===== src/sv/egspc_pkg.sv =====
`timescale 1ns / 1ps
`default_nettype none

package egspc_pkg;

    localparam int TIME_W     = 48;
    localparam int DEBOUNCE_W = 20;
    localparam int LONG_W     = 24;
    localparam int ADDR_W     = 4;
    localparam int DATA_W     = 32;

    localparam logic [DEBOUNCE_W-1:0] DEBOUNCE_RESET = DEBOUNCE_W'(20000);
    localparam logic [LONG_W-1:0]     LONG_RESET     = LONG_W'(600000);

    // register index = paddr[3:2]
    localparam logic [1:0] REG_DEBOUNCE = 2'd0;
    localparam logic [1:0] REG_LONG     = 2'd1;
    localparam logic [1:0] REG_SWAP     = 2'd2;

    localparam logic [1:0] PRESS_NONE  = 2'd0;
    localparam logic [1:0] PRESS_SHORT = 2'd1;
    localparam logic [1:0] PRESS_LONG  = 2'd2;

    // step for a move between pair codes (A*2+B), indexed by {from, to}
    localparam logic [1:0] GRAY_TABLE [16] = '{
        2'b00, 2'b01, 2'b11, 2'b00,
        2'b11, 2'b00, 2'b00, 2'b01,
        2'b01, 2'b00, 2'b00, 2'b11,
        2'b00, 2'b11, 2'b01, 2'b00
    };

    typedef struct packed {
        logic              chan_a;
        logic              chan_b;
        logic              ab_valid;
        logic              switch_level;
        logic              switch_valid;
        logic [TIME_W-1:0] now_us;
    } in_item_t;

    typedef struct packed {
        logic signed [1:0] step;
        logic [1:0]        press_event;
    } out_item_t;

    typedef struct packed {
        logic [DEBOUNCE_W-1:0] debounce_time_us;
        logic [LONG_W-1:0]     long_press_time_us;
        logic                  swap_channels;
    } cfg_t;

endpackage

`default_nettype wire


===== src/sv/egspc_regs.sv =====
`timescale 1ns / 1ps
`default_nettype none

module egspc_regs
    import egspc_pkg::*;
(
    input  wire logic              clk,
    input  wire logic              rst_n,
    input  wire logic              psel,
    input  wire logic              penable,
    input  wire logic              pwrite,
    input  wire logic [ADDR_W-1:0] paddr,
    input  wire logic [DATA_W-1:0] pwdata,
    output logic      [DATA_W-1:0] prdata,
    output logic                   pready,
    output cfg_t                   cfg
);

    cfg_t cfg_reg;
    logic wr_en;

    assign pready = 1'b1;
    assign wr_en  = psel && penable && pwrite;
    assign cfg    = cfg_reg;

    always_ff @(posedge clk or negedge rst_n)
    begin
        if (!rst_n)
        begin
            cfg_reg.debounce_time_us   <= DEBOUNCE_RESET;
            cfg_reg.long_press_time_us <= LONG_RESET;
            cfg_reg.swap_channels      <= 1'b0;
        end
        else if (wr_en)
        begin
            unique case (paddr[3:2])
                REG_DEBOUNCE: cfg_reg.debounce_time_us   <= pwdata[DEBOUNCE_W-1:0];
                REG_LONG:     cfg_reg.long_press_time_us <= pwdata[LONG_W-1:0];
                REG_SWAP:     cfg_reg.swap_channels      <= pwdata[0];
                default:      ;
            endcase
        end
    end

    always_comb
    begin
        unique case (paddr[3:2])
            REG_DEBOUNCE: prdata = DATA_W'(cfg_reg.debounce_time_us);
            REG_LONG:     prdata = DATA_W'(cfg_reg.long_press_time_us);
            REG_SWAP:     prdata = DATA_W'(cfg_reg.swap_channels);
            default:      prdata = '0;
        endcase
    end

endmodule

`default_nettype wire


===== src/sv/egspc_quad.sv =====
`timescale 1ns / 1ps
`default_nettype none

module egspc_quad
    import egspc_pkg::*;
(
    input  wire logic  clk,
    input  wire logic  rst_n,
    input  wire logic  advance,
    input  wire logic  chan_a,
    input  wire logic  chan_b,
    input  wire logic  ab_valid,
    input  wire logic  swap,
    output logic signed [1:0] step
);

    logic [1:0] prev_ab_reg;
    logic [1:0] ab;

    assign ab   = swap ? {chan_b, chan_a} : {chan_a, chan_b};
    assign step = ab_valid ? $signed(GRAY_TABLE[{prev_ab_reg, ab}]) : 2'sd0;

    always_ff @(posedge clk or negedge rst_n)
    begin
        if (!rst_n)
        begin
            prev_ab_reg <= 2'b11;
        end
        else if (advance && ab_valid)
        begin
            prev_ab_reg <= ab;
        end
    end

endmodule

`default_nettype wire


===== src/sv/egspc_press.sv =====
`timescale 1ns / 1ps
`default_nettype none

module egspc_press
    import egspc_pkg::*;
(
    input  wire logic              clk,
    input  wire logic              rst_n,
    input  wire logic              advance,
    input  wire logic              switch_valid,
    input  wire logic              switch_level,
    input  wire logic [TIME_W-1:0] now_us,
    input  wire cfg_t              cfg,
    output logic [1:0]             press_event
);

    logic              stable_reg;
    logic [TIME_W-1:0] last_change_reg;
    logic              long_done_reg;

    logic [TIME_W-1:0] diff;
    logic              change;
    logic              long_fire;
    logic              update;

    // diff wraps modulo 2^TIME_W
    assign diff   = now_us - last_change_reg;
    assign change = (switch_level != stable_reg)
                    && (diff > TIME_W'(cfg.debounce_time_us));
    // an accepted change restarts the hold time at zero, so no long press then
    assign long_fire = !change && !stable_reg && !long_done_reg
                       && (diff > TIME_W'(cfg.long_press_time_us));
    assign update = advance && switch_valid;

    always_comb
    begin
        press_event = PRESS_NONE;
        if (switch_valid)
        begin
            if (change && switch_level && !long_done_reg)
            begin
                press_event = PRESS_SHORT;
            end
            else if (long_fire)
            begin
                press_event = PRESS_LONG;
            end
        end
    end

    always_ff @(posedge clk or negedge rst_n)
    begin
        if (!rst_n)
        begin
            stable_reg      <= 1'b1;
            last_change_reg <= '0;
            long_done_reg   <= 1'b0;
        end
        else if (update)
        begin
            if (change)
            begin
                stable_reg      <= switch_level;
                last_change_reg <= now_us;
                if (!switch_level)
                begin
                    long_done_reg <= 1'b0;
                end
            end
            if (long_fire)
            begin
                long_done_reg <= 1'b1;
            end
        end
    end

endmodule

`default_nettype wire


===== src/sv/encoder_gray_step_and_press_classifier.sv =====
`timescale 1ns / 1ps
`default_nettype none

// Rotary encoder sampler. Each input transfer is one sample of the A/B pins,
// the active-low switch and a microsecond timestamp; each sample gives exactly
// one output transfer with a Gray-code step (+1, -1 or 0) and a press event
// (none, short, long). A sample passes an input register, then combinational
// decode and debounce logic into the output register; one sample is taken
// every cycle as long as the output is drained. The 48-bit timestamp subtract
// and compare sets the critical path. Debounce time, long press time and A/B
// swap are set over the APB port at 0x0, 0x4, 0x8.
module encoder_gray_step_and_press_classifier
    import egspc_pkg::*;
(
    input  wire logic              clk,
    input  wire logic              rst_n,
    input  wire logic              in_valid,
    output logic                   in_stall,
    input  wire in_item_t          in_data,
    output logic                   out_valid,
    input  wire logic              out_stall,
    output out_item_t              out_data,
    input  wire logic              psel,
    input  wire logic              penable,
    input  wire logic              pwrite,
    input  wire logic [ADDR_W-1:0] paddr,
    input  wire logic [DATA_W-1:0] pwdata,
    output logic      [DATA_W-1:0] prdata,
    output logic                   pready
);

    cfg_t      cfg;
    in_item_t  in_item_reg;
    logic      in_valid_reg;
    out_item_t out_item_reg;
    logic      out_valid_reg;

    logic              out_free;
    logic              advance;
    logic              in_take;
    logic signed [1:0] step;
    logic [1:0]        press_event;

    assign out_free  = !out_valid_reg || !out_stall;
    assign advance   = in_valid_reg && out_free;
    assign in_stall  = in_valid_reg && !out_free;
    assign in_take   = in_valid && !in_stall;
    assign out_valid = out_valid_reg;
    assign out_data  = out_item_reg;

    egspc_regs u_regs (
        .clk     (clk),
        .rst_n   (rst_n),
        .psel    (psel),
        .penable (penable),
        .pwrite  (pwrite),
        .paddr   (paddr),
        .pwdata  (pwdata),
        .prdata  (prdata),
        .pready  (pready),
        .cfg     (cfg)
    );

    egspc_quad u_quad (
        .clk      (clk),
        .rst_n    (rst_n),
        .advance  (advance),
        .chan_a   (in_item_reg.chan_a),
        .chan_b   (in_item_reg.chan_b),
        .ab_valid (in_item_reg.ab_valid),
        .swap     (cfg.swap_channels),
        .step     (step)
    );

    egspc_press u_press (
        .clk          (clk),
        .rst_n        (rst_n),
        .advance      (advance),
        .switch_valid (in_item_reg.switch_valid),
        .switch_level (in_item_reg.switch_level),
        .now_us       (in_item_reg.now_us),
        .cfg          (cfg),
        .press_event  (press_event)
    );

    always_ff @(posedge clk or negedge rst_n)
    begin
        if (!rst_n)
        begin
            in_valid_reg  <= 1'b0;
            out_valid_reg <= 1'b0;
        end
        else
        begin
            if (!in_stall)
            begin
                in_valid_reg <= in_valid;
            end
            if (out_free)
            begin
                out_valid_reg <= in_valid_reg;
            end
        end
    end

    always_ff @(posedge clk)
    begin
        if (in_take)
        begin
            in_item_reg <= in_data;
        end
        if (advance)
        begin
            out_item_reg.step        <= step;
            out_item_reg.press_event <= press_event;
        end
    end

endmodule

`default_nettype wire


===== config.mk =====
export PLATFORM = sky130hd
export DESIGN_NAME = encoder_gray_step_and_press_classifier
export DESIGN_NICKNAME = d
export VERILOG_FILES = /design/src/sv/egspc_pkg.sv /design/src/sv/egspc_regs.sv /design/src/sv/egspc_quad.sv /design/src/sv/egspc_press.sv /design/src/sv/encoder_gray_step_and_press_classifier.sv
export SDC_FILE = /design/constraint.sdc
export NUM_CORES = 1
export LEC_CHECK = 0
export BUFFER_PORTS_ARGS = -buffer_cell sky130_fd_sc_hd__buf_2
export CORE_MARGIN = 5
export CORE_UTILIZATION = 59
export CTS_BUF_LIST = sky130_fd_sc_hd__clkbuf_16
export CTS_CLUSTER_DIAMETER = 40
export DETAILED_ROUTE_END_ITERATION = 10
export PLACE_DENSITY = 0.91
export SYNTH_ARGS = -nofsm -noshare
export SYNTH_HDL_FRONTEND = slang
export SYNTH_SLANG_ARGS = --single-unit

===== constraint.sdc =====
create_clock -name clk -period 4.89 [get_ports clk]
set_clock_uncertainty 0.15 [all_clocks]
set_input_delay 0.7335 -clock clk [delete_from_list [all_inputs] [get_ports clk]]
set_output_delay 0.7335 -clock clk [all_outputs]
set_load 0.01 [all_outputs]

==> results of run 1 <==
-- per-layer routing --
layer	up-vias	global-route usage, %
met1	4101	35.3
met3	42	5.12
li1	4114	-
met5	-	0
met4	0	7.38
met2	364	40.1
-- worst reg2reg max path, stage by stage, from the launching register on --
cell and delay [ns]:
edfxtp_1 0.42, ha_1 0.49, nand4_1 0.23, a2111o_1 0.44
nand2_1 0.10, a21oi_1 0.08, xnor2_1 0.32, ha_1 0.31
a21oi_1 0.15, nor2b_1 0.05, o21ai_0 0.16, nand2b_1 0.07
a21oi_1 0.15, o21ai_0 0.15, a211oi_1 0.25, a211oi_1 0.10
or4b_2 0.70, nand2_1 0.11, nor2_1 0.04
-- cell families after synthesis --
kind of cell / count (synthesis)
xor+xnor: 42
mux: 80
flops: 156
fa+ha+maj: 96
other cells: 2
compound gates: 271
buf+inv: 149
simple gates: 300
-- power by group --
group | total, mW | internal, mW | switching (mW)
clock network | 1.46 | 0.905 | 0.554
registers | 1.91 | 1.71 | 0.196
logic | 4.36 | 1.84 | 2.53
total | 7.73 | 4.45 | 3.28
-- worst max-delay path by stage --
| stage | cells after the start | to |
|---|---|---|
| 2_1_floorplan | 23 | u_press.last_change_reg[27] |
| 3_3_place_gp | 23 | u_press.last_change_reg[6] |
| 3_5_place_dp | 23 | u_press.last_change_reg[0] |
| 4_1_cts | 22 | u_press.last_change_reg[7] |
| 5_1_grt | 18 | out_data[1] |
| 6_report | 18 | out_data[1] |
-- stage by stage --
step                      hold WS, ns  instances  utilization, %  total power [mW]  area, um2
after global routing            0.263       1450            69.5              8.28      12100
after detailed placement        0.329       1407            64.8              6.00      11200
after floorplan                 0.288       1103               -              4.98      10500
final                           0.206       1450            69.5              7.73      12100
after CTS                       0.217       1439            68.5              7.55      11900
after global placement          0.315       1407            64.8              5.82      11200
-- final cells by class --
class	count	area (um2)	area share, %
Timing Repair Buffer	139	792	6.56
Clock inverter	15	220	1.82
Sequential cell	156	4210	34.9
Clock buffer	17	425	3.53
Multi-Input combinational cell	798	5760	47.8
Inverter	100	375	3.11
Tap cell	225	282	2.33
-- synth_stat cells, drive strengths merged (3+ instances only) --
| master | instances | area [um2] |
|---|---|---|
| a211oi | 10 | 80.1 |
| a21boi | 7 | 52.6 |
| a21o | 17 | 128 |
| a21oi | 78 | 394 |
| a221oi | 5 | 56.3 |
| a31oi | 8 | 50.1 |
| and2 | 12 | 75.1 |
| and3 | 7 | 43.8 |
| buf | 27 | 174 |
| clkbuf | 22 | 82.6 |
| dfrtp | 83 | 2080 |
| dfstp | 16 | 420 |
| edfxtp | 57 | 1710 |
| ha | 95 | 1190 |
| inv | 100 | 375 |
| mux2 | 54 | 683 |
| mux2i | 25 | 250 |
| nand2 | 110 | 413 |
| nand2b | 9 | 56.3 |
| nand3 | 16 | 80.1 |
| nand4 | 25 | 156 |
| nor2 | 76 | 285 |
| nor2b | 6 | 37.5 |
| nor3 | 14 | 75.1 |
| nor3b | 5 | 37.5 |
| nor4 | 6 | 43.8 |
| o211ai | 10 | 75.1 |
| o21a | 11 | 82.6 |
| o21ai | 94 | 470 |
| o22ai | 3 | 18.8 |
| or3 | 3 | 18.8 |
| xnor2 | 29 | 254 |
| xor2 | 13 | 114 |
-- timing repair --
action / in CTS / in global routing
endpoints found under the setup margin: 43 / 51
setup buffers: 0 / 10
cloned: 0 / 1
pin swaps: 0 / 9
gates resized for setup: 1 / 24
==> summary.txt, run 1 <==
status -> completed
vias per inst -> 5.95
fin crit share -> 96.4%
TritonCTS sink count -> 156
Initial DRC Count -> 706
top_reg_cell synth -> dfrtp_1
CTS Buffer Depth -> 2
wire per inst -> 18.0 um
CTS Root Cell -> clkbuf_16
Tmin final -> 4.72 ns
Final ANT Viol Nets -> 0
R2R setup slack -> 0.17 ns
WP data arrival -> 4.76 ns
max cap viols -> 0
post-synthesis compound-gate area fraction -> 15.9%
worst r2r path cells -> 18
nets -> 1,404
P&R area growth vs syn -> 15.1%
max reg flops -> 53
Hold WC Path Type -> in2async
actual slew at the worst max-slew pin -> 0.734 ns
synthesized area -> 10,500 um2
Die Wd -> 143 um
die footprint -> 20,500 um2
Slew Viols, Final -> 0
Max stage delay on crit path -> 0.70 ns
antenna violations before repair -> 0
commonest non-fill, non-tap cell in the layout -> buf_2
crit path launch type -> flip-flop
slowest CP cell -> or4b_2
vias post-DR -> 8,621
row count -> 48
cell family with the largest share of critical-path delay -> compound AO/OA/AOI/OAI gates
post-synthesis async set-or-reset flop share -> 63.5%
Critical path origin -> in_item_reg[10]
critical-path maximum fanout -> 7
Hold-fix buffers, CTS -> 0
Final WS setup -> 0.174 ns
number of global-route vias before repair -> 8,326
CP Cell Sequence -> ha_1 > nand4_1 > a2111o_1 > nand2_1 > a21oi_1 > xnor2_1 > ha_1 > a21oi_1 > nor2b_1 > o21ai_0 > nand2b_1 > a21oi_1 > o21ai_0 > a211oi_1 > a211oi_1 > or4b_2 > nand2_1 > nor2_1
ratio of cells with drive above 1 in the final layout -> 22.3%
Placer Congestion -> 0.988
Starting Density -> 60.4%
Yosys reg bits -> 156
cells after synthesis -> 1,096
clock-pin slew on the worst setup and hold paths -> 0.06 ns
Die Y -> 143 um
Required @ worst endpoint -> 4.93 ns
largest net degree at the start of global routing -> 56
first-pass GRT wire length -> 41.2 mm
Simple-Gate Fraction of Synth Area -> 13.7%
commonest cells after routing, fill and taps aside -> 114 x buf_2, 110 x nand2_1, 101 x inv_1
critical setup path kind -> reg2reg
TNS Setup -> 0 ns
gr ovfl total -> 0
max frequency -> 0.212 GHz
mux cell area share after synthesis -> 9.12%
FF-to-FF Start -> in_item_reg[10]
worst-skew pair later-pin latency -> 0.44 ns
Pre-antenna DRT Iters -> 5
M1 wire length -> 11.5 mm
Worst setup EP type -> flip-flop
CTS tree -> done
largest family of logic cells by synthesized area -> compound AO/OA/AOI/OAI gates
I/O Buffers -> 115
LEAKAGE -> 5.45 nW
RR Endpoint -> out_data[1]
Total Routed Length -> 26.1 mm
met2 WL post-DR -> 12.2 mm
Detailed Place HPWL -> 19.3 mm
post-synth cell types -> 75
register area share after synthesis -> 40.2%
highest metal used -> met4
Syn. warnings -> 0
post-synthesis adder-cell area fraction -> 11.5%
DRC -> 0
final setup vio count -> 0
IO Count -> 135
Tot GR Track Use -> 25.2%
fillers -> 1,276
normalized max-slew margin -> 51.0%
pre-CTS setup slack -> 0.0595 ns
Core ar. -> 17,400 um2
CP dominant cell by count -> a21oi_1
TritonCTS buffer count -> 17
peak supply drop -> 367 uV
Fin. Hold Viols -> 0
xor/xnor share of the synthesized area -> 3.51%
pwr dens -> 640 nW/um2
wire length on met3 -> 1.95 mm
Diodes inserted -> 0
Buf/Inv on CP -> 0
number of synthesized flops with an enable pin -> 57
syn_area_per_cell -> 9.56 um2
H-tree depth -> 4
No activity file was read; power rests on OpenSTA's default activity.
==> run 2: changes to the inputs <==
--- a/config.mk
+++ b/config.mk
@@ -5,13 +5,14 @@
 export SDC_FILE = /design/constraint.sdc
 export NUM_CORES = 1
 export LEC_CHECK = 0
+export ABC_AREA = 1
 export BUFFER_PORTS_ARGS = -buffer_cell sky130_fd_sc_hd__buf_2
 export CORE_MARGIN = 5
-export CORE_UTILIZATION = 59
+export CORE_UTILIZATION = 60
 export CTS_BUF_LIST = sky130_fd_sc_hd__clkbuf_16
 export CTS_CLUSTER_DIAMETER = 40
 export DETAILED_ROUTE_END_ITERATION = 10
-export PLACE_DENSITY = 0.91
+export PLACE_DENSITY = 0.92
 export SYNTH_ARGS = -nofsm -noshare
 export SYNTH_HDL_FRONTEND = slang
 export SYNTH_SLANG_ARGS = --single-unit
==> run 2 against run 1 <==
Net effect:
- core utilization is 1.8 points lower
- register-to-register slack better by 0.28 ns
- flip-flop and latch count stayed put
- routed wire length is 14% higher
- setup slack better by 0.28 ns
- largest cell class unchanged
- global-route usage is 2.2 points higher
- via count is 23% higher
- sequential power hardly changed
- critical path depth is 10 higher
- highest routed layer unchanged
- die area is 8.7% higher
- critical endpoint is now u_press.last_change_reg[46]
==> summary.txt, run 2 <==
status -> completed
max reg flops -> 53
crit path launch type -> flip-flop
vias post-DR -> 10,600
row count -> 51
TritonCTS sink count -> 156
Tot GR Track Use -> 27.4%
IO Count -> 135
CP dominant cell by count -> nand2_1
Hold-fix buffers, CTS -> 0
fin crit share -> 90.6%
top_reg_cell synth -> dfrtp_1
commonest non-fill, non-tap cell in the layout -> nand2_1
die footprint -> 22,300 um2
CTS tree -> done
Diodes inserted -> 0
first-pass GRT wire length -> 48.8 mm
slowest CP cell -> ha_1
number of global-route vias before repair -> 10,300
syn_area_per_cell -> 6.99 um2
cell family with the largest share of critical-path delay -> simple AND/OR/NAND/NOR gates
gr ovfl total -> 0
Yosys reg bits -> 156
critical-path maximum fanout -> 29
LEAKAGE -> 7.33 nW
Synth area leader -> dfrtp_1
Util after Layout -> 67.7%
Syn. warnings -> 0
Detailed Place HPWL -> 23.4 mm
Buf/Inv on CP -> 7
DRC -> 0
max cap viols -> 0
Slew Viols, Final -> 0
top post-synthesis cells by area -> dfrtp_1 18%, nand2_1 17%, edfxtp_1 15%
I/O Buffers -> 115
vias per inst -> 5.15
actual slew at the worst max-slew pin -> 1.13 ns
largest net degree at the start of global routing -> 60
Hold WC Path Type -> in2async
Pre-antenna DRT Iters -> 6
ratio of cells with drive above 1 in the final layout -> 13.7%
pwr dens -> 628 nW/um2
CTS Buffer Depth -> 2
Final ANT Viol Nets -> 0
Yosys top cell area share -> 17.8%
Core ar. -> 19,300 um2
top-count cell post-synth -> nand2_1
wire per inst -> 14.4 um
TNS Setup -> 0 ns
normalized max-slew margin -> 24.2%
commonest cells in the netlist -> 521 x nand2_1, 388 x inv_1, 109 x nor2_1
post-synth cell types -> 46
critical setup path kind -> reg2reg
nets -> 1,980
worst-skew pair later-pin latency -> 0.44 ns
Fin. Hold Viols -> 0
TritonCTS buffer count -> 17
synthesized area -> 11,700 um2
Total Routed Length -> 29.7 mm
Power Total -> 8.20 mW
clock-pin slew on the worst setup and hold paths -> 0.07 ns
number of synthesized flops with an enable pin -> 57
RSZ-0062 raised after global routing -> no
cells after synthesis -> 1,668
Max stage delay on crit path -> 0.44 ns
Worst setup EP type -> flip-flop
Starting Density -> 60.5%
CTS Root Cell -> clkbuf_16
antenna violations before repair -> 0
Tmin final -> 4.43 ns
max frequency -> 0.226 GHz
commonest cells after routing, fill and taps aside -> 521 x nand2_1, 391 x inv_1, 114 x buf_2
Die Wd -> 149 um
WP data arrival -> 4.65 ns
Required @ worst endpoint -> 5.11 ns
peak supply drop -> 333 uV
Initial DRC Count -> 704
H-tree depth -> 4
Placer Congestion -> 0.919
register area share after synthesis -> 36.1%
final setup vio count -> 0
P&R area growth vs syn -> 12.0%
Die Y -> 149 um
post-synthesis async set-or-reset flop share -> 63.5%
run 2: changes by cell type after synthesis, sizes merged, moves of 18 or more:
cell / previous run / this run
nand3: 16 / 54
mux2i: 25 / 0
inv: 100 / 389
mux2: 54 / 0
a21oi: 78 / 60
nand2: 110 / 550
xnor2: 29 / 2
nor2: 76 / 126
run 2: area by class of cell:
class / instances / area, um2
clock buffer: 18 / 450
clock inverter: 14 / 109
fill: 1615 / 6220
inverter: 390 / 1460
multi-input combinational: 1099 / 5820
sequential: 156 / 4210
tap: 265 / 332
timing repair buffer: 124 / 671
run 2: logic make-up after synthesis:
kind of cell	after synthesis	share of synthesized area, %
AND/OR/NAND/NOR	768	27.6
buffers and inverters	421	14.3
AO/OA/AOI/OAI	201	9.75
flip-flops	156	36.1
adder cells (fa/ha/maj)	96	10.4
XOR/XNOR	24	1.80
other	2	0.0644
run 2: routing by layer:
| metal | vias to the layer above | GRT usage, % | part of all wire, % |
|---|---|---|---|
| met2 | 357 | 45.5 | 47 |
| met3 | 62 | 5.23 | 7.8 |
| met5 | - | 0 | 0 |
| met1 | 4891 | 37.1 | 43 |
| li1 | 5335 | - | - |
| met4 | 0 | 7.09 | 1.9 |
run 2: what timing repair did:
action                     4_1_cts  5_1_grt
setup endpoints to repair        0       30
buffers inserted                 0        2
resized for setup                0        2
run 2: where the power goes:
| part | switching (mW) | internal (mW) | leakage (nW) | total, mW |
|---|---|---|---|---|
| clock | 0.551 | 0.722 | 0.285 | 1.27 |
| combinational | 3.24 | 1.75 | 5.30 | 4.99 |
| sequential | 0.209 | 1.72 | 1.75 | 1.93 |
run 2: metrics by stage:
step                cells  setup slack [ns]  hold WS (ns)  cell area, um2
detailed placement   2031             0.598         0.310           12500
finish               2066             0.459         0.193           13100
global placement     2031             0.770         0.291           12500
floorplan            1675              1.46         0.284           11700
CTS                  2063             0.365         0.221           13000
global route         2066            0.0705         0.268           13100
run 2: path summary, 6_finish.rpt:
path	slack, ns	endpoint	depth (start not counted)	from
max in group asynchronous	3.34	u_press.last_change_reg[34]	2	rst_n
hold / removal	0.19	u_regs.cfg[31]	1	rst_n
setup / recovery	0.46	u_press.last_change_reg[46]	28	in_item_reg[12]
hold reg to reg	0.32	out_valid	2	in_valid_reg
setup reg to reg	0.46	u_press.last_change_reg[46]	28	in_item_reg[12]
min in group clk	0.31	in_item_reg[19]	1	in_data[19]
